$ cat src/sv/assert_macros.svh
// Assertion helpers shared by the input register and parser of the deframer.
// Each macro expands to one labeled concurrent assertion that is clocked on
// the given clock and disabled while the active-low reset is asserted.
`ifndef ASSERT_MACROS_SVH
`define ASSERT_MACROS_SVH

// Checks a property at every rising clock edge outside reset.
`define EDD_ASSERT(name, clk, rstn, prop) \
  name: assert property (@(posedge clk) disable iff (!rstn) (prop)) \
    else $error("Deframer assertion failed.");

// Checks that a signal keeps its value in the cycle after a condition holds.
`define EDD_ASSERT_STABLE(name, clk, rstn, cond, sig) \
  name: assert property (@(posedge clk) disable iff (!rstn) (cond) |=> $stable(sig)) \
    else $error("Deframer hold check failed.");

`endif

$ cat src/sv/edd_pkg.sv
// ----------------------------------------------------------------------------
// Event datagram deframer package
// Transfer types and result codes shared by the deframer modules.
// ----------------------------------------------------------------------------
`timescale 1ns / 1ps
`default_nettype none

package edd_pkg;

  typedef struct packed {
    logic [7:0] data_byte;
    logic       last_byte;
  } edd_in_t;

  typedef struct packed {
    logic [2:0]  kind;
    logic [31:0] event_no;
    logic [31:0] game_id;
    logic [7:0]  player;
    logic [31:0] x_or_width;
    logic [31:0] y_or_height;
    logic [8:0]  player_count;
    logic [2:0]  error_code;
  } edd_out_t;

  localparam logic [2:0] KIND_NEW_GAME   = 3'd0;
  localparam logic [2:0] KIND_PIXEL      = 3'd1;
  localparam logic [2:0] KIND_ELIMINATED = 3'd2;
  localparam logic [2:0] KIND_GAME_OVER  = 3'd3;
  localparam logic [2:0] KIND_ERROR      = 3'd4;

  localparam logic [2:0] ERR_NONE        = 3'd0;
  localparam logic [2:0] ERR_BAD_NAME    = 3'd1;
  localparam logic [2:0] ERR_FEW_PLAYERS = 3'd2;
  localparam logic [2:0] ERR_BOUNDS      = 3'd3;
  localparam logic [2:0] ERR_BAD_PLAYER  = 3'd4;
  localparam logic [2:0] ERR_TRUNCATED   = 3'd5;

endpackage

`default_nettype wire

$ cat src/sv/edd_in_reg.sv
// ----------------------------------------------------------------------------
// Deframer input register
// Holds one accepted byte until the parser consumes it.
// ----------------------------------------------------------------------------
`timescale 1ns / 1ps
`default_nettype none
`include "assert_macros.svh"

module edd_in_reg (
  input  wire logic             clk_i,
  input  wire logic             rst_ni,
  input  wire logic             valid_i,
  output logic                  stall_o,
  input  wire edd_pkg::edd_in_t data_i,
  input  wire logic             take_i,
  output logic                  valid_o,
  output edd_pkg::edd_in_t      data_o
);

  logic             valid_q;
  edd_pkg::edd_in_t data_q;
  logic             load;

  assign load    = !valid_q || take_i;
  assign stall_o = !load;
  assign valid_o = valid_q;
  assign data_o  = data_q;

  always_ff @(posedge clk_i or negedge rst_ni) begin
    if (!rst_ni) begin
      valid_q <= 1'b0;
    end else if (load) begin
      valid_q <= valid_i;
    end
  end

  always_ff @(posedge clk_i) begin
    if (load && valid_i) begin
      data_q <= data_i;
    end
  end

  `EDD_ASSERT(a_held_valid, clk_i, rst_ni, valid_q && !take_i |=> valid_q)
  `EDD_ASSERT_STABLE(a_held_data, clk_i, rst_ni, valid_q && !take_i, data_q)

endmodule

`default_nettype wire

$ cat src/sv/edd_parser.sv
// ----------------------------------------------------------------------------
// Deframer parser
// Decodes one datagram byte per cycle while bytes are taken, and updates the game state.
// ----------------------------------------------------------------------------
`timescale 1ns / 1ps
`default_nettype none
`include "assert_macros.svh"

module edd_parser #(
  parameter int unsigned MaxNameLen = 20
) (
  input  wire logic             clk_i,
  input  wire logic             rst_ni,
  input  wire logic             take_i,
  input  wire edd_pkg::edd_in_t byte_i,
  output logic                  res_valid_o,
  output edd_pkg::edd_out_t     res_o
);

  localparam int unsigned NameLenW = $clog2(MaxNameLen + 1);
  localparam logic [NameLenW-1:0] NameLenMax = NameLenW'(MaxNameLen);

  localparam logic [7:0]  RT_NEW_GAME   = 8'd0;
  localparam logic [7:0]  RT_PIXEL      = 8'd1;
  localparam logic [7:0]  RT_ELIMINATED = 8'd2;
  localparam logic [7:0]  RT_GAME_OVER  = 8'd3;
  localparam logic [7:0]  NameCharMin   = 8'd33;
  localparam logic [7:0]  NameCharMax   = 8'd126;
  localparam logic [31:0] RecOverhead   = 32'd5;
  localparam logic [31:0] NewGameMinPay = 32'd8;
  localparam logic [31:0] PixelMinPay   = 32'd9;
  localparam logic [8:0]  PlayerSat     = 9'd256;
  localparam logic [8:0]  MinPlayers    = 9'd2;
  localparam logic [1:0]  FieldLast     = 2'd3;

  typedef enum logic [5:0] {
    PH_HDR  = 6'b000001,
    PH_LEN  = 6'b000010,
    PH_EVNO = 6'b000100,
    PH_TYPE = 6'b001000,
    PH_PAY  = 6'b010000,
    PH_CRC  = 6'b100000
  } edd_phase_e;

  edd_phase_e          phase_q, phase_d;
  logic [31:0]         cnt_q, cnt_d;
  logic [31:0]         plen_q, plen_d;
  logic [23:0]         acc_q, acc_d;
  logic [31:0]         header_q, header_d;
  logic                in_game_q, in_game_d;
  logic [31:0]         active_q, active_d;
  logic [31:0]         bw_q, bw_d;
  logic [31:0]         bh_q, bh_d;
  logic [31:0]         exp_q, exp_d;
  logic [8:0]          known_q, known_d;
  logic [7:0]          rtype_q, rtype_d;
  logic [7:0]          hplayer_q, hplayer_d;
  logic [31:0]         hx_q, hx_d;
  logic [31:0]         hy_q, hy_d;
  logic [NameLenW-1:0] nlen_q, nlen_d;
  logic [8:0]          ntotal_q, ntotal_d;
  logic                nerr_q, nerr_d;
  logic                halted_q, halted_d;

  logic [7:0]          b;
  logic [31:0]         word;
  logic [31:0]         cnt_inc;
  logic                res_valid;
  edd_pkg::edd_out_t   res;

  assign b       = byte_i.data_byte;
  assign word    = {acc_q, b};
  assign cnt_inc = cnt_q + 32'd1;

  always_comb begin
    phase_d   = phase_q;
    cnt_d     = cnt_q;
    plen_d    = plen_q;
    acc_d     = acc_q;
    header_d  = header_q;
    in_game_d = in_game_q;
    active_d  = active_q;
    bw_d      = bw_q;
    bh_d      = bh_q;
    exp_d     = exp_q;
    known_d   = known_q;
    rtype_d   = rtype_q;
    hplayer_d = hplayer_q;
    hx_d      = hx_q;
    hy_d      = hy_q;
    nlen_d    = nlen_q;
    ntotal_d  = ntotal_q;
    nerr_d    = nerr_q;
    halted_d  = halted_q;
    res_valid = 1'b0;
    res       = '0;
    res.event_no = exp_q;
    res.game_id  = header_q;

    if (take_i) begin
      if (!halted_q) begin
        unique case (phase_q)
          PH_HDR: begin
            header_d = {header_q[23:0], b};
            if (cnt_q[1:0] == FieldLast) begin
              cnt_d   = '0;
              acc_d   = '0;
              phase_d = PH_LEN;
              if (in_game_q && (header_d != active_q)) begin
                halted_d = 1'b1;
              end
            end else begin
              cnt_d = cnt_inc;
            end
          end
          PH_LEN: begin
            if (cnt_q[1:0] == FieldLast) begin
              cnt_d  = '0;
              acc_d  = '0;
              plen_d = word - RecOverhead;
              if (word < RecOverhead) begin
                halted_d       = 1'b1;
                res_valid      = 1'b1;
                res.kind       = edd_pkg::KIND_ERROR;
                res.error_code = edd_pkg::ERR_TRUNCATED;
              end else begin
                phase_d = PH_EVNO;
              end
            end else begin
              acc_d = word[23:0];
              cnt_d = cnt_inc;
            end
          end
          PH_EVNO: begin
            if (cnt_q[1:0] == FieldLast) begin
              cnt_d = '0;
              acc_d = '0;
              if (word != exp_q) begin
                halted_d = 1'b1;
              end else begin
                phase_d = PH_TYPE;
              end
            end else begin
              acc_d = word[23:0];
              cnt_d = cnt_inc;
            end
          end
          PH_TYPE: begin
            rtype_d   = b;
            hplayer_d = '0;
            hx_d      = '0;
            hy_d      = '0;
            nlen_d    = '0;
            ntotal_d  = '0;
            nerr_d    = 1'b0;
            cnt_d     = '0;
            phase_d   = (plen_q == '0) ? PH_CRC : PH_PAY;
          end
          PH_PAY: begin
            if ((rtype_q == RT_PIXEL) || (rtype_q == RT_ELIMINATED)) begin
              if (cnt_q == 32'd0) begin
                hplayer_d = b;
              end else if (cnt_q <= 32'd4) begin
                hx_d = {hx_q[23:0], b};
              end else if (cnt_q <= 32'd8) begin
                hy_d = {hy_q[23:0], b};
              end
            end else if (rtype_q == RT_NEW_GAME) begin
              if (cnt_q < 32'd4) begin
                hx_d = {hx_q[23:0], b};
              end else if (cnt_q < 32'd8) begin
                hy_d = {hy_q[23:0], b};
              end else if (b == 8'd0) begin
                if (ntotal_q < PlayerSat) begin
                  ntotal_d = ntotal_q + 9'd1;
                end
                nlen_d = '0;
              end else begin
                if ((b < NameCharMin) || (b > NameCharMax)) begin
                  nerr_d = 1'b1;
                end
                if (nlen_q >= NameLenMax) begin
                  nerr_d = 1'b1;
                end else begin
                  nlen_d = nlen_q + NameLenW'(1);
                end
              end
            end
            if (cnt_inc == plen_q) begin
              cnt_d   = '0;
              phase_d = PH_CRC;
            end else begin
              cnt_d = cnt_inc;
            end
          end
          PH_CRC: begin
            if (cnt_q[1:0] == FieldLast) begin
              cnt_d   = '0;
              acc_d   = '0;
              phase_d = PH_LEN;
              unique case (rtype_q)
                RT_NEW_GAME: begin
                  res_valid = 1'b1;
                  if (in_game_q) begin
                    res_valid = 1'b0;
                    exp_d     = exp_q + 32'd1;
                  end else if (plen_q < NewGameMinPay) begin
                    halted_d       = 1'b1;
                    res.kind       = edd_pkg::KIND_ERROR;
                    res.error_code = edd_pkg::ERR_TRUNCATED;
                  end else if (nerr_q || (nlen_q != '0)) begin
                    halted_d       = 1'b1;
                    res.kind       = edd_pkg::KIND_ERROR;
                    res.error_code = edd_pkg::ERR_BAD_NAME;
                  end else if (ntotal_q < MinPlayers) begin
                    halted_d       = 1'b1;
                    res.kind       = edd_pkg::KIND_ERROR;
                    res.error_code = edd_pkg::ERR_FEW_PLAYERS;
                  end else begin
                    in_game_d        = 1'b1;
                    active_d         = header_q;
                    bw_d             = hx_q;
                    bh_d             = hy_q;
                    known_d          = ntotal_q;
                    exp_d            = exp_q + 32'd1;
                    res.kind         = edd_pkg::KIND_NEW_GAME;
                    res.x_or_width   = hx_q;
                    res.y_or_height  = hy_q;
                    res.player_count = ntotal_q;
                  end
                end
                RT_PIXEL: begin
                  res_valid = 1'b1;
                  if (plen_q < PixelMinPay) begin
                    halted_d       = 1'b1;
                    res.kind       = edd_pkg::KIND_ERROR;
                    res.error_code = edd_pkg::ERR_TRUNCATED;
                  end else if ((hx_q >= bw_q) || (hy_q >= bh_q)) begin
                    halted_d       = 1'b1;
                    res.kind       = edd_pkg::KIND_ERROR;
                    res.error_code = edd_pkg::ERR_BOUNDS;
                  end else if ({1'b0, hplayer_q} >= known_q) begin
                    halted_d       = 1'b1;
                    res.kind       = edd_pkg::KIND_ERROR;
                    res.error_code = edd_pkg::ERR_BAD_PLAYER;
                  end else begin
                    exp_d           = exp_q + 32'd1;
                    res.kind        = edd_pkg::KIND_PIXEL;
                    res.player      = hplayer_q;
                    res.x_or_width  = hx_q;
                    res.y_or_height = hy_q;
                  end
                end
                RT_ELIMINATED: begin
                  res_valid = 1'b1;
                  if (plen_q == '0) begin
                    halted_d       = 1'b1;
                    res.kind       = edd_pkg::KIND_ERROR;
                    res.error_code = edd_pkg::ERR_TRUNCATED;
                  end else if ({1'b0, hplayer_q} >= known_q) begin
                    halted_d       = 1'b1;
                    res.kind       = edd_pkg::KIND_ERROR;
                    res.error_code = edd_pkg::ERR_BAD_PLAYER;
                  end else begin
                    exp_d      = exp_q + 32'd1;
                    res.kind   = edd_pkg::KIND_ELIMINATED;
                    res.player = hplayer_q;
                  end
                end
                RT_GAME_OVER: begin
                  res_valid = 1'b1;
                  res.kind  = edd_pkg::KIND_GAME_OVER;
                  exp_d     = '0;
                  in_game_d = 1'b0;
                end
                default: begin
                end
              endcase
            end else begin
              cnt_d = cnt_inc;
            end
          end
          default: begin
          end
        endcase
      end

      if (byte_i.last_byte) begin
        if (!halted_d && !res_valid && !((phase_d == PH_LEN) && (cnt_d == '0))) begin
          res_valid      = 1'b1;
          res            = '0;
          res.kind       = edd_pkg::KIND_ERROR;
          res.event_no   = exp_q;
          res.game_id    = header_d;
          res.error_code = edd_pkg::ERR_TRUNCATED;
        end
        phase_d  = PH_HDR;
        cnt_d    = '0;
        acc_d    = '0;
        header_d = '0;
        halted_d = 1'b0;
      end
    end
  end

  always_ff @(posedge clk_i or negedge rst_ni) begin
    if (!rst_ni) begin
      phase_q   <= PH_HDR;
      cnt_q     <= '0;
      plen_q    <= '0;
      acc_q     <= '0;
      header_q  <= '0;
      in_game_q <= 1'b0;
      active_q  <= '0;
      bw_q      <= '0;
      bh_q      <= '0;
      exp_q     <= '0;
      known_q   <= '0;
      rtype_q   <= '0;
      hplayer_q <= '0;
      hx_q      <= '0;
      hy_q      <= '0;
      nlen_q    <= '0;
      ntotal_q  <= '0;
      nerr_q    <= 1'b0;
      halted_q  <= 1'b0;
    end else begin
      phase_q   <= phase_d;
      cnt_q     <= cnt_d;
      plen_q    <= plen_d;
      acc_q     <= acc_d;
      header_q  <= header_d;
      in_game_q <= in_game_d;
      active_q  <= active_d;
      bw_q      <= bw_d;
      bh_q      <= bh_d;
      exp_q     <= exp_d;
      known_q   <= known_d;
      rtype_q   <= rtype_d;
      hplayer_q <= hplayer_d;
      hx_q      <= hx_d;
      hy_q      <= hy_d;
      nlen_q    <= nlen_d;
      ntotal_q  <= ntotal_d;
      nerr_q    <= nerr_d;
      halted_q  <= halted_d;
    end
  end

  assign res_valid_o = res_valid;
  assign res_o       = res;

  `EDD_ASSERT(a_hdr_quiet, clk_i, rst_ni,
              take_i && !byte_i.last_byte && (phase_q == PH_HDR) |-> !res_valid)
  `EDD_ASSERT(a_code_kind, clk_i, rst_ni,
              res_valid && (res.kind != edd_pkg::KIND_ERROR) |->
              (res.error_code == edd_pkg::ERR_NONE))
  `EDD_ASSERT(a_game_players, clk_i, rst_ni, in_game_q |-> (known_q >= MinPlayers))

endmodule

`default_nettype wire

$ cat src/sv/edd_out_reg.sv
// ----------------------------------------------------------------------------
// Deframer result register
// Holds one decoded result until the receiver takes it.
// ----------------------------------------------------------------------------
`timescale 1ns / 1ps
`default_nettype none

module edd_out_reg (
  input  wire logic              clk_i,
  input  wire logic              rst_ni,
  input  wire logic              load_i,
  input  wire logic              res_valid_i,
  input  wire edd_pkg::edd_out_t res_i,
  output logic                   ready_o,
  output logic                   valid_o,
  input  wire logic              stall_i,
  output edd_pkg::edd_out_t      data_o
);

  logic              valid_q;
  edd_pkg::edd_out_t data_q;

  assign ready_o = !valid_q || !stall_i;
  assign valid_o = valid_q;
  assign data_o  = data_q;

  always_ff @(posedge clk_i or negedge rst_ni) begin
    if (!rst_ni) begin
      valid_q <= 1'b0;
    end else if (ready_o) begin
      valid_q <= load_i && res_valid_i;
    end
  end

  always_ff @(posedge clk_i) begin
    if (ready_o && load_i && res_valid_i) begin
      data_q <= res_i;
    end
  end

endmodule

`default_nettype wire

$ cat src/sv/event_datagram_deframer_top.sv
// ----------------------------------------------------------------------------
// Event datagram deframer
// Byte-serial decoder of game-event datagrams with at most one result per record.
// ----------------------------------------------------------------------------
// The input channel carries one datagram byte per transfer, with last_byte set
// on the final byte. The block checks the game id, walks the records and
// produces at most one result transfer per input byte on the output channel.
// Both channels use valid and stall; a transfer happens when valid is high and
// stall is low.
// An input byte is registered in the input register when it is transferred and
// is decoded by combinational logic once the result register can load; the
// result is then registered there. The block takes one byte per cycle while the
// receiver does not stall; the decode path is combinational between the two.
// When the receiver stalls, the result register holds and the input register
// still takes one more byte; input stall rises only once both are full.
// Reset clears the game state, the expected event number and both valid flags.
// ----------------------------------------------------------------------------
`timescale 1ns / 1ps
`default_nettype none

module event_datagram_deframer_top #(
  parameter int unsigned MaxNameLen = 20
) (
  input  wire logic             clk_i,
  input  wire logic             rst_ni,
  input  wire logic             in_valid_i,
  output logic                  in_stall_o,
  input  wire edd_pkg::edd_in_t in_data_i,
  output logic                  out_valid_o,
  input  wire logic             out_stall_i,
  output edd_pkg::edd_out_t     out_data_o
);

  logic              byte_valid;
  edd_pkg::edd_in_t  byte_data;
  logic              take;
  logic              out_ready;
  logic              res_valid;
  edd_pkg::edd_out_t res;

  assign take = byte_valid && out_ready;

  edd_in_reg u_in_reg (
    .clk_i   (clk_i),
    .rst_ni  (rst_ni),
    .valid_i (in_valid_i),
    .stall_o (in_stall_o),
    .data_i  (in_data_i),
    .take_i  (take),
    .valid_o (byte_valid),
    .data_o  (byte_data)
  );

  edd_parser #(
    .MaxNameLen (MaxNameLen)
  ) u_parser (
    .clk_i       (clk_i),
    .rst_ni      (rst_ni),
    .take_i      (take),
    .byte_i      (byte_data),
    .res_valid_o (res_valid),
    .res_o       (res)
  );

  edd_out_reg u_out_reg (
    .clk_i       (clk_i),
    .rst_ni      (rst_ni),
    .load_i      (take),
    .res_valid_i (res_valid),
    .res_i       (res),
    .ready_o     (out_ready),
    .valid_o     (out_valid_o),
    .stall_i     (out_stall_i),
    .data_o      (out_data_o)
  );

endmodule

`default_nettype wire

$ cat config.mk
export PLATFORM = sky130hd
export DESIGN_NAME = event_datagram_deframer_top
export DESIGN_NICKNAME = d
export VERILOG_FILES = /design/src/sv/edd_pkg.sv /design/src/sv/edd_in_reg.sv /design/src/sv/edd_parser.sv /design/src/sv/edd_out_reg.sv /design/src/sv/event_datagram_deframer_top.sv
export VERILOG_INCLUDE_DIRS = /design/src /design/src/sv
export SDC_FILE = /design/constraint.sdc
export NUM_CORES = 1
export LEC_CHECK = 0
export BUFFER_PORTS_ARGS = -buffer_cell sky130_fd_sc_hd__buf_2
export CORE_MARGIN = 3
export CORE_UTILIZATION = 45
export CTS_BUF_LIST = sky130_fd_sc_hd__clkbuf_4
export CTS_CLUSTER_DIAMETER = 60
export DETAILED_ROUTE_END_ITERATION = 8
export GPL_TIMING_DRIVEN = 0
export PLACE_DENSITY = 0.67
export SLEW_MARGIN = 20
export SYNTH_ARGS = -nofsm -noshare
export SYNTH_HDL_FRONTEND = slang
export SYNTH_SLANG_ARGS = --single-unit
$ cat constraint.sdc
create_clock -name clk_i -period 18.25 [get_ports clk_i]
set_input_delay 0.9125 -clock clk_i [delete_from_list [all_inputs] [get_ports clk_i]]
set_output_delay 0.9125 -clock clk_i [all_outputs]
set_load 0.01 [all_outputs]
* After elaboration in Yosys (flattened, before gate mapping) *
Cells that the tools add are included.

storage, ports and cells
  input port bits = 13
  flip-flop bits (word level) = 522
  logic and storage cells = 296
  output and inout bits = 153

cells by class
  add/sub/neg operators = 5
  multiplexer cells = 151
  reductions and logical operators = 48
  order comparisons = 15
  eq/ne operators = 41
  bitwise operators = 5

operator list
  kind                     number
  $mux W32                 28
  $mux W151                2
  $mux W73                 3
  $mux W72                 3
  $mux W84                 2
  $mux W148                1
  $pmux W32 S2             2
  $pmux W32 S4             1
  $pmux W64 S2             1
  $logic_not A32 Y1        3
  $lt A32 B4 Y1 const B    3
  $mux W24                 4
  $pmux W32 S3             1
  $mux W81                 1
  $mux W76                 1
  $add A32 B1 Y32 const B  2
  $ge A32 B32 Y1           2
  $lt A32 B3 Y1 const B    2
  $ne A32 B32 Y1           2
  $mux W3                  21
  $mux W9                  7
  $mux W6                  10
  $pmux W24 S2             1
  $mux W1                  36
  other kinds (58)         126

* Logic depth before layout (Yosys ltp) *
Gate-level depths: netlist of the first run.

  depth after elaboration = 17
  mapped depth = 16
  depth with buffers taken out = 13

* Cells and area by module *
A second synthesis of the first run with hierarchy kept.

second synthesis, totals
  cells, all modules = 2596
  area total of the unflattened synthesis = 26416.6 sq um

modules (own cells, without submodules)
  module                       area an instance (sq um)  cells an instance  seq. area each (sq um)  times used
  edd_parser                   21506.9                   2425               9009.9                  1
  edd_out_reg                  4575.6                    156                4559.4                  1
  edd_in_reg                   327.8                     14                 295.3                   1
  event_datagram_deframer_top  6.3                       1                  0.0                     1

* Least setup slack after synthesis of the first run *
Ideal clock, no wire load.

  kind = flip-flop to flip-flop
  start = register u_parser.cnt_q[1]
  end = register u_out_reg.data_q (netlist bit u_out_reg.data_o[0]), enable pin
  buffers on the path = 1
  period minus slack after synthesis = 9645 ps
  required time = 17586 ps
  arrival = 8981 ps
  setup time = 664 ps
  stages on the path, launching flop included = 14
  path slack = 8605 ps
  cell sequence = dfrtp_1 > ha_1 > buf_2 > nand3_4 > nor4_4 > nand3_2 > or3_1 > nor4b_1 > and4_1 > nand3_4 > nor2_4 > o2111ai_4 > a21boi_0 > nor2_1

between the ends
  cells in the longest elaborated chain, start to end = 14
  elaborated cells on any way between the ends = 38
  classes of those cells = add/sub: 1; eq/ne: 3; mux: 26; reduce/logical: 8

RTL lines
  what                                               RTL line           source
  start: declaration                                 edd_parser.sv:46   logic [31:0] cnt_q, cnt_d;
  start signal: assignment                           edd_parser.sv:329  cnt_q <= cnt_d;
  $add A32 B1 Y32                                    edd_parser.sv:73   assign cnt_inc = cnt_q + 32'd1;
  $eq A32 B32 Y1                                     edd_parser.sv:189  if (cnt_inc == plen_q) begin
  $mux W32 or $mux W6 (tied branches)                edd_parser.sv:189
  $pmux W32 S3 or $pmux W6 S5 (tied branches)        edd_parser.sv:102  unique case (phase_q)
  $mux W32 or $mux W6 (tied branches)                edd_parser.sv:101  if (!halted_q) begin
  $mux W32 or $mux W6 (tied branches)                edd_parser.sv:100  if (take_i) begin
  $logic_not A32 Y1 or $eq A6 B2 Y1 (tied branches)  edd_parser.sv:289  if (!halted_d && !res_valid && !((phase_d == PH_LEN) && (cnt_d == '0))) begin
  $logic_and A1 B1 Y1                                edd_parser.sv:289
  $logic_not A1 Y1                                   edd_parser.sv:289
  $logic_and A1 B1 Y1                                edd_parser.sv:289
  $mux W1                                            edd_parser.sv:289
  $mux W1 *                                          edd_parser.sv:288  if (byte_i.last_byte) begin
  $mux W1 *                                          edd_parser.sv:100
  $logic_and A1 B1 Y1 *                              edd_out_reg.sv:36  if (ready_o && load_i && res_valid_i) begin
  end signal: assignment                             edd_out_reg.sv:37  data_q <= res_i;
  end: declaration                                   edd_out_reg.sv:21  edd_pkg::edd_out_t data_q;

Mark *: on every way between the ends. The rest lies on a longest branch, timed or not. The select of a mux whose other input is x is not followed.
A chain may end at the register's enable or synchronous reset.

* Worst setup path in the final report of the first run *
  start = register u_parser.cnt_q[1]
  end = register u_out_reg.data_q (netlist bit u_out_reg.data_o[57]), enable pin

The elaborated chain is that of the path after synthesis.

==> metrics.md, run 1 <==
| Metric | Value |
|---|---|
| Run status | complete, no violations |
| P_sw | 1.181 mW |
| First-pass GRT wire length | 123100 um |
| Register area share after synthesis | 51.84% |
| Final clock skew | 0.08944 ns |
| Clock Power Share | 32.8% |
| Slew Limit Headroom | 21.88% |
| Dpl hpwl | 57210 um |
| Delay of the slowest cell on the worst path | 0.59 ns |
| Post-synthesis adder-cell area fraction | 3.874% |
| Syn nets | 2632 |
| FILL cells | between 5000 and 6000 |
| Final setup vio count | 0 |
| Seq cells post-synth | around 520 |
| Clk buf depth | 3 |
| Commonest non-fill, non-tap cell in the layout | dfrtp_1 |
| H-tree depth | 4 |
| Post-CTS Setup Bufs | 0 |
| Clock slew at reported path FFs | 0.06 ns |
| Worst path slowest cell | a21boi_0 |
| CTS tree | done |
| Crit path DAT | about 6.6 ns |
| Setup ws final | 12.32 ns |
| DRC violations left | 0 |
| P&R area growth vs syn | 15.30% |
| VDD IR max | 0.05852 mV |
| Pre-CTS WS | 12.52 ns |
| Critical Path, Cell by Cell | ha_1, buf_2, clkbuf_1, inv_1, ha_1, xnor2_1, nor4_1, o2111ai_1, or4_4, nor4_4, nand4_1, o2111ai_2, o2111ai_4, a21boi_0, nor2_4, buf_16, buf_12, buf_16 |
| Pint | roughly 2.2 mW |
| Cts bufs inserted | 143 |
| Hold Vio Cnt, Final | 0 |
| FFs w/ async S/R, synth | 69.35% |
| Site Rows | 88 |
| Gr ovfl total | 0 |
| 1st-pass router iterations | 5 |
| Period Utilization, post-route | 32.52% |
| Power Density | 110.4 mW/mm2 |
| Nets | 2959 |
| Largest net degree at the start of global routing | 96 |
| Via density | 5.697 |
| Simple-gate share of the synthesized area | 16.74% |
| Cell variety after synth | 95 |
| Routed wire length | 79020 um |
| Die Span X | 249.8 um |
| Max Slew Vio Count | 0 |
| Mean Syn Cell Area | ~11 um2 |
| Ratio of cells with drive above 1 in the final layout | 20.76% |
| Core area | 0.05825 mm2 |
| Worst Path Class, Setup | flop to flop |
| Power share of the combinational group | 24.9% |
| Fin crit period | 5.934 ns |
| Area leader, netlist | dfrtp_1 |
| Vias | 21374 |
| Reg power frac | 42.4% |
| Final Wtd Congestion | 0.9615 |
| Final Util | 52.94% |
| I/O pin total | around 170 |
| Worst-path fanout max | 28 |
| Setup repair after global routing missed its margin | no |
| LEAKAGE | between 10 and 15 nW |
| XOR/XNOR Fraction of Synth Area | 4.978% |
| Area taken by multi-input logic gates | 0.01173 mm2 |
| Number of global-route vias before repair | 21401 |
| Complex-gate fraction of the synthesized area | 11.87% |
| GRT Resource Usage Total | roughly a quarter |
| Antenna Nets Post-Route | 0 |
| Largest cells by area after synthesis | dfrtp_1 34%, edfxtp_1 18%, mux2_2 4.5% |
| Critical path endpoint category | flop |
| EDFF count, synth | 160 |
| Chip Height | 249.8 um |
| Critical path required time | 18.93 ns |
| Register area | about 0.014 mm2 |
| Startpoint Class | flop |
| Main combinational cell family by area after synthesis | simple AND/OR/NAND/NOR gates |
| Starting Density | 45.92% |
| Clock latency on the worst-skew pair | 1.01 ns |
| Post-synthesis mux area share | 6.339% |
| Initial DRC count | 1883 |
| Fin Setup TNS | 0 ns |
| Achievable Freq | 0.1685 GHz |
| Clk root buf | clkbuf_4 |
| Net Sw Frac | 34.72% |
| Worst-margin pin slew | 1.161 ns |
| Number of port buffers | 165 |
| Post-Syn Instances | 2537 |
| Max-Cap Viols | 0 |
| Synth Flop Type | dfrtp_1 |
| Mapped cell area | 0.02674 mm2 |
| Initial antenna violation count | 1 |
| Wire per inst | 21.06 um |
| Die Footprint | 0.06239 mm2 |
| Most frequent cells in the layout | 361 x dfrtp_1, 250 x nand2_1, 230 x o21ai_0 |
| Synth warn | 0 |
| Top-area cell type share of the netlist area | between 30% and 40% |
| CTS Sinks | between 500 and 600 |
| Hold Path Class | primary input to flop |
## per-layer routing
layer	up-vias	global-route usage, %	wire, um	share of wire [%]
li1	9833	-	-	-
met1	10617	32.96	34010	43
met2	764	41.05	37490	47
met3	160	5.461	5098	6.5
met4	0	9.582	2431	3.1
met5	-	0	0	0
## stage by stage
step                hold slack (ns)  power (mW)  instance area, um2  instances
floorplan                    0.4231       1.982               26740       2537
global placement             0.4609       2.273               28530       3467
detailed placement           0.4479       2.293               28800       3477
CTS                         0.01751       3.424               30830       3751
global route                0.07399       3.589               30840       3752
finish                       0.1526       3.403               30840       3752
## cells in the mapped netlist, types with 12 or more instances
master,count
or3_1,23
a22o_1,37
o21ai_0,230
nor2_1,117
buf_2,12
nand4_1,44
mux2_4,30
edfxtp_1,160
a21oi_1,95
nor2b_1,14
xor2_1,63
inv_1,134
xnor2_1,89
nand3_1,86
nand2_1,250
ha_1,82
dfrtp_1,361
and3_1,28
a21o_1,35
a31oi_1,16
nor3_1,47
nor4_1,49
and2_1,95
clkbuf_1,117
o31ai_1,19
or4_1,15
mux2_2,107
## power by group through the flow
stage / clock network (mW) / logic [mW] / registers, mW
after floorplan: 0 / 0.551 / 1.43
after global placement: 0 / 0.806 / 1.47
after detailed placement: 0 / 0.831 / 1.46
after CTS: 1.15 / 0.837 / 1.44
after global routing: 1.21 / 0.925 / 1.45
final: 1.11 / 0.847 / 1.44
## worst max-delay path: cells and delay by family, from the launching register on
family | cells | cell delay (ns)
and+or+nand+nor | 5 | 1.82
buffers and inverters | 6 | 1.31
AOI/OAI and AO/OA | 4 | 1.24
adders and majority gates | 2 | 0.58
DFF | 1 | 0.53
xor gates and xnor gates | 1 | 0.14
## kinds of logic after synthesis
| logic type | Yosys count |
|---|---|
| buffers and inverters | 283 |
| AO/OA/AOI/OAI | 513 |
| adder cells (fa/ha/maj) | 83 |
| multiplexers | 141 |
| flip-flops | 522 |
| AND/OR/NAND/NOR | 843 |
| XOR/XNOR | 152 |
## final timing paths
kind	to	cells past startpoint	from	slack [ns]
worst min register to register	u_parser.bh_q[31]	2	u_parser.bh_q[31]	0.48
worst max-delay path	u_out_reg.data_o[57]	18	u_parser.cnt_q[1]	12.32
worst max register to register	u_out_reg.data_o[57]	18	u_parser.cnt_q[1]	12.32
worst min-delay path	u_in_reg.data_o[3]	1	in_data_i[3]	0.15
min in group asynchronous	u_parser.hx_q[27]	3	rst_ni	0.58
max in group asynchronous	u_parser.exp_q[0]	5	rst_ni	16.34
## cell type report
class,count,share of cell area (%)
Antenna cell,1,0.008115
Buffer,149,2.151
Clock buffer,211,5.137
Clock inverter,56,1.217
Inverter,134,1.631
Multi-Input combinational cell,1732,38.03
Sequential cell,522,44.96
Tap cell,765,3.104
Timing Repair Buffer,182,3.757
## flip-flops by register name, indices dropped and copies added, names as in the netlist, 9 cells and up
signal,cells
u_parser.acc_q,24
u_parser.hy_q,32
u_parser.active_q,32
u_parser.ntotal_q,9
u_parser.exp_q,32
u_parser.known_q,9
u_parser.bh_q,32
u_parser.cnt_q,32
u_parser.hx_q,32
u_parser.plen_q,32
u_parser.bw_q,32
u_out_reg.data_o,151
u_parser.header_q,32
u_in_reg.data_o,9
## timing repair
item | in CTS | in global routing
hold buffers | 7 | 0
hold endpoints to repair | 95 | 0
gates resized for setup | 0 | 0
No activity file was read; power rests on OpenSTA's default activity.
==> inputs of run 2 (changes only) <==
--- a/config.mk
+++ b/config.mk
@@ -13,7 +13,7 @@
 export CTS_CLUSTER_DIAMETER = 60
 export DETAILED_ROUTE_END_ITERATION = 8
 export GPL_TIMING_DRIVEN = 0
-export PLACE_DENSITY = 0.67
+export PLACE_DENSITY = 0.69
 export SLEW_MARGIN = 20
 export SYNTH_ARGS = -nofsm -noshare
 export SYNTH_HDL_FRONTEND = slang
==> constraint.sdc (replaced) <==
create_clock -name clk_i -period 5.2 [get_ports clk_i]
set_input_delay 0.26 -clock clk_i [delete_from_list [all_inputs] [get_ports clk_i]]
set_output_delay 0.26 -clock clk_i [all_outputs]
set_load 0.01 [all_outputs]
==> metrics.md, run 2 (synthesis results as in run 1) <==
| Metric | Value |
|---|---|
| Run status | complete, no violations |
| Power share of the combinational group | 25.5% |
| Largest net degree at the start of global routing | 98 |
| Core area | 0.05825 mm2 |
| Power Density | 379.7 mW/mm2 |
| Antenna Nets Post-Route | 0 |
| Delay of the slowest cell on the worst path | 0.54 ns |
| Routed wire length | 77750 um |
| Site Rows | 88 |
| 1st-pass router iterations | 6 |
| Final setup vio count | 0 |
| Clk root buf | clkbuf_4 |
| Gr ovfl total | 0 |
| DRC violations left | 0 |
| Post-DP Area | 0.02882 mm2 |
| H-tree depth | 4 |
| GRT Resource Usage Total | 24.70% |
| Dpl hpwl | 56480 um |
| Crit path DAT | 5.70 ns |
| First-pass GRT wire length | 121300 um |
| Number of global-route vias before repair | ~21000 |
| Number of port buffers | 165 |
| CTS Sinks | around 520 |
| Worst-path fanout max | 27 |
| P_sw | roughly 4 mW |
| Most frequent cells in the layout | 361 x dfrtp_1, 250 x nand2_1, 230 x o21ai_0 |
| Critical path endpoint category | flop |
| Final clock skew | 0.08160 ns |
| Wire per inst | between 20 and 25 um |
| Starting Density | 45.92% |
| Net Sw Frac | around a third |
| Number of flip-flops under the largest register name | 151 |
| Final Util | 53.11% |
| Commonest non-fill, non-tap cell in the layout | dfrtp_1 |
| Die Span X | 249.8 um |
| LEAKAGE | 13.52 nW |
| Fin crit period | 5.008 ns |
| P&R area growth vs syn | 15.66% |
| CP bufs+invs | 6 |
| Max-Cap Viols | 0 |
| Slew Limit Headroom | 31.91% |
| Worst path slowest cell | or4_4 |
| Period Utilization, post-route | between 90% and 100% |
| Ratio of cells with drive above 1 in the final layout | 20.82% |
| CP delay by family, top | simple AND/OR/NAND/NOR gates |
| Reg power frac | between 40% and 50% |
| Clock latency on the worst-skew pair | 1.00 ns |
| Worst Path Class, Setup | flop to flop |
| Hold Vio Cnt, Final | 0 |
| Hold Path Class | primary input to flop |
| Achievable Freq | 0.1997 GHz |
| Max Slew Vio Count | 0 |
| Die Footprint | a little over 0.06 mm2 |
| Clock slew at reported path FFs | 0.07 ns |
| Nets | 2976 |
| Worst-margin pin slew | approximately 1.0 ns |
| CTS tree | done |
| Initial antenna violation count | 1 |
| Initial DRC count | ~1900 |
| Via density | 5.735 |
| VDD IR max | 0.1949 mV |
| Vias | roughly 22000 |
| Final Power | 11.74 mW |
| Chip Height | 249.8 um |
| Clk buf depth | 3 |
| Cts bufs inserted | 139 |
| Fin area | 0.03093 mm2 |
| Critical Path, Cell by Cell | ha_1, buf_4, clkbuf_2, inv_1, ha_1, xnor2_1, nor4_1, o2111ai_1, or4_4, nor4_4, nand4_1, o2111ai_2, o2111ai_4, a21boi_2, nor2_4, buf_16, buf_12, buf_16 |
| Critical path required time | 5.89 ns |
| Startpoint Class | flop |
| I/O pin total | ~170 |
| Pint | 7.631 mW |
| Clock Power Share | 31.4% |
| Setup repair after global routing missed its margin | no |
| Final Wtd Congestion | 0.9363 |
run 2: cell types whose count changed in the layout (fill, tap and decap cells not counted), sizes merged:
cell,delta
dlygate4sd3,+16
clkinv,-15
buf,+6
bufinv,-4
inv,+3
clkbuf,+2
clkinvlp,-2
diode,+1
run 2: timing repair:
action                                 in CTS  in global routing
resized for setup                           0                  2
endpoints found under the hold margin     346                  0
buffers inserted                            0                  5
setup endpoints to repair                   0                103
hold buffers                               24                  0
run 2: tightest hold or removal path, cell delays in order:
cell,delay (ns)
dlygate4sd3_1,0.52
buf_2,0.18
nand2_1,0.08
o21ai_0,0.07
run 2: through the flow:
stage	hold slack [ns]	std cells	setup slack [ns]	setup TNS [ns]
3_5_place_dp	0.1514	3477	0.05710	0
3_3_place_gp	0.4388	3467	-3.230	-1433.96
4_1_cts	0.09671	3753	0.004957	0
5_1_grt	0.1848	3759	0.07968	0
6_report	0.2133	3759	0.1916	0
2_1_floorplan	-0.03559	2537	-0.01829	-2.762
run 2: power groups by stage:
stage / Sequential, mW / Clock (mW) / Combinational, mW
floorplan: 5.01 / 0 / 1.94
global placement: 5.12 / 0 / 2.82
detailed placement: 5.12 / 0 / 2.92
CTS: 5.05 / 3.79 / 2.96
global route: 5.10 / 4.03 / 3.25
finish: 5.06 / 3.69 / 3.00
run 2: worst paths after layout:
| path | start | endpoint | slack [ns] | cells past startpoint |
|---|---|---|---|---|
| min | out_stall_i | u_out_reg.valid_o | 0.21 | 4 |
| max | u_parser.cnt_q[1] | u_out_reg.data_o[95] | 0.19 | 18 |
| min in group asynchronous | rst_ni | u_parser.cnt_q[14] | 0.41 | 4 |
| max reg2reg | u_parser.cnt_q[1] | u_out_reg.data_o[95] | 0.19 | 18 |
| min reg2reg | u_parser.bh_q[20] | u_parser.bh_q[20] | 0.48 | 2 |
| max in group asynchronous | rst_ni | u_parser.header_q[11] | 3.77 | 5 |
run 2: area by class of cell:
cell class / count / area (um2)
clock inverters: 38 / 217.7
well taps: 765 / 957.2
repair buffers: 204 / 1384
diodes: 2 / 5.005
plain buffers: 148 / 664.4
inverters: 134 / 503.0
clock buffers: 214 / 1607
flip-flops and latches: 522 / 13860
multi-input cells: 1732 / 11730
fillers: 5101 / 27310
run 2: layer usage:
layer	vias to the layer above	share of wire, %	global-route usage, %
met5	-	0	0
met4	0	3.0	9.814
met3	169	7.2	5.065
met2	940	48	40.32
met1	10616	42	32.32
li1	9834	-	-
==> inputs of run 3 (changes only) <==
==> constraint.sdc (replaced) <==
create_clock -name clk_i -period 4.33 [get_ports clk_i]
set_input_delay 0.2165 -clock clk_i [delete_from_list [all_inputs] [get_ports clk_i]]
set_output_delay 0.2165 -clock clk_i [all_outputs]
set_load 0.01 [all_outputs]
==> metrics.md, run 3 (synthesis results as in run 1) <==
| Metric | Value |
|---|---|
| Run status | finished, violations left |
| Failing checks | setup timing |
| Area taken by multi-input logic gates | 0.01211 mm2 |
| Power Density | around 450 mW/mm2 |
| 1st-pass router iterations | 6 |
| Starting Density | 45.92% |
| Max Slew Vio Count | 0 |
| Initial antenna violation count | 1 |
| Routed wire length | 79080 um |
| Crit Reg-Reg Endpoint | u_out_reg.data_o[113] |
| Clock latency on the worst-skew pair | 1.01 ns |
| Clk root buf | clkbuf_4 |
| Post-Layout Cell Count | 3797 |
| Final Power | approximately 14 mW |
| Worst-path fanout max | 6 |
| Cts bufs inserted | roughly 140 |
| Core area | between 0.05 and 0.06 mm2 |
| Worst setup path end | u_out_reg.data_o[113] |
| GRT Resource Usage Total | 24.95% |
| Wire per inst | about 21 um |
| Fin crit period | 4.371 ns |
| Setup repair after global routing missed its margin | yes |
| Via density | 5.746 |
| Ratio of cells with drive above 1 in the final layout | 23.80% |
| Hold depth | 4 |
| DP Cell Count | between 3000 and 4000 |
| Antenna Nets Post-Route | 0 |
| Hold Slack | around 0.14 ns |
| Register area | 0.01387 mm2 |
| Setup ws final | -0.04093 ns |
| Worst-margin pin slew | between 1 and 1.5 ns |
| Critical path required time | 5.05 ns |
| Startpoint Class | flop |
| First-pass GRT wire length | 122600 um |
| Worst reg-to-reg path cell count | 13 |
| FILL cells | 5034 |
| Achievable Freq | 0.2288 GHz |
| H-tree depth | 4 |
| Final clock skew | approximately 0.091 ns |
| Nets | 3014 |
| Clk buf depth | 3 |
| Worst Path Class, Setup | flop to flop |
| Gr ovfl total | 0 |
| Dpl hpwl | 56480 um |
| Flop2flop setup slack | -0.04 ns |
| P&R area growth vs syn | 18.63% |
| Vias | 21817 |
| Largest net degree at the start of global routing | 98 |
| DRC violations left | 0 |
| Die Footprint | 0.06239 mm2 |
| Period Utilization, post-route | 100.9% |
| CTS tree | done |
| Final Wtd Congestion | approximately 0.94 |
| Crit path DAT | slightly above 5 ns |
| Max-Cap Viols | 0 |
| Number of flip-flops under the largest register name | 151 |
| Origin of the critical flop-to-flop path | u_in_reg.data_o[7] |
| Fin Setup TNS | -0.3867 ns |
| Hold Vio Cnt, Final | 0 |
| Slew Limit Headroom | roughly 33% |
| Hold Path Class | primary input to flop |
| Final setup vio count | 16 |
| Most frequent cells in the layout | 358 x dfrtp_1, 249 x nand2_1, 228 x o21ai_0 |
| Crit. Startpoint | u_in_reg.data_o[7] |
| Number of global-route vias before repair | 21564 |
| VDD IR max | 0.2402 mV |
| Number of port buffers | 165 |
| Site Rows | 88 |
| CTS Sinks | 522 |
| Commonest non-fill, non-tap cell in the layout | dfrtp_1 |
| Clock slew at reported path FFs | 0.07 ns |
| Chip Height | 249.8 um |
| Critical path endpoint category | flop |
| I/O pin total | roughly 170 |
| Initial DRC count | slightly below 2000 |
| LEAKAGE | around 14 nW |
| Die Span X | between 200 and 250 um |
-- run 3: cell types whose count changed in the layout (fill, tap and decap cells not counted), sizes merged --
| cell | before | now |
|---|---|---|
| buf | 211 | 257 |
| clkbuf | 332 | 324 |
-- run 3: where the power goes --
part	leakage [nW]	total (mW)	internal, mW	switching (mW)
Sequential	6.51	6.08	5.56	0.523
Clock	1.08	4.43	2.29	2.14
Combinational	6.35	3.86	1.47	2.39
Total	14.0	14.4	9.32	5.05
-- run 3: how the worst min path moves through the flow --
stage | startpoint | end | slack [ns]
floorplan | rst_ni | u_in_reg.valid_o | -0.08
global placement | in_data_i[0] | u_in_reg.data_o[0] | 0.40
detailed placement | rst_ni | u_parser.bw_q[17] | 0.11
CTS | out_stall_i | u_out_reg.valid_o | 0.05
global route | out_stall_i | u_out_reg.valid_o | 0.13
finish | out_stall_i | u_out_reg.valid_o | 0.14
-- run 3: what timing repair did --
| item | CTS | global route |
|---|---|---|
| hold buffers | 24 | 0 |
| endpoints found under the setup margin | 273 | 282 |
| gates resized for setup | 44 | 73 |
| pin swaps | 19 | 22 |
| cloned | 2 | 1 |
| setup buffers | 33 | 22 |
| endpoints found under the hold margin | 385 | 0 |
-- run 3: critical path, stage by stage, from the launching register on --
cell	delay (ns)
edfxtp_1	0.45
or4_4	0.55
or3_4	0.43
nor3_4	0.24
nand4_4	0.17
nor3b_4	0.21
a211oi_2	0.22
nand4_1	0.23
a2111oi_4	0.42
o2111ai_4	0.27
nand4_4	0.32
buf_12	0.15
buf_16	0.11
mux2_4	0.29
-- run 3: metrics by stage --
step / worst slack [ns] / utilization [%] / instance area (um2)
after floorplan: -0.8883 / - / 26760
after global routing: -0.1188 / 54.47 / 31730
final: -0.04093 / 54.47 / 31730
after CTS: -0.06788 / 53.80 / 31330
after detailed placement: -0.8129 / 49.48 / 28820
after global placement: -4.056 / 49.00 / 28540
-- run 3: layout make-up --
class / instances / share of cell area (%)
inverters: 134 / 1.617
plain buffers: 136 / 1.980
well taps: 765 / 3.017
diodes: 2 / 0.01577
clock buffers: 214 / 5.063
flip-flops and latches: 522 / 43.71
clock inverters: 38 / 0.6862
multi-input cells: 1732 / 38.15
repair buffers: 254 / 5.758
-- run 3: metal layers --
layer / share of wire, % / vias to the layer above / track usage (%)
li1: - / 9904 / -
met5: 0 / - / 0
met3: 7.1 / 191 / 5.304
met2: 48 / 966 / 40.47
met4: 3.4 / 0 / 10.06
met1: 42 / 10756 / 32.69
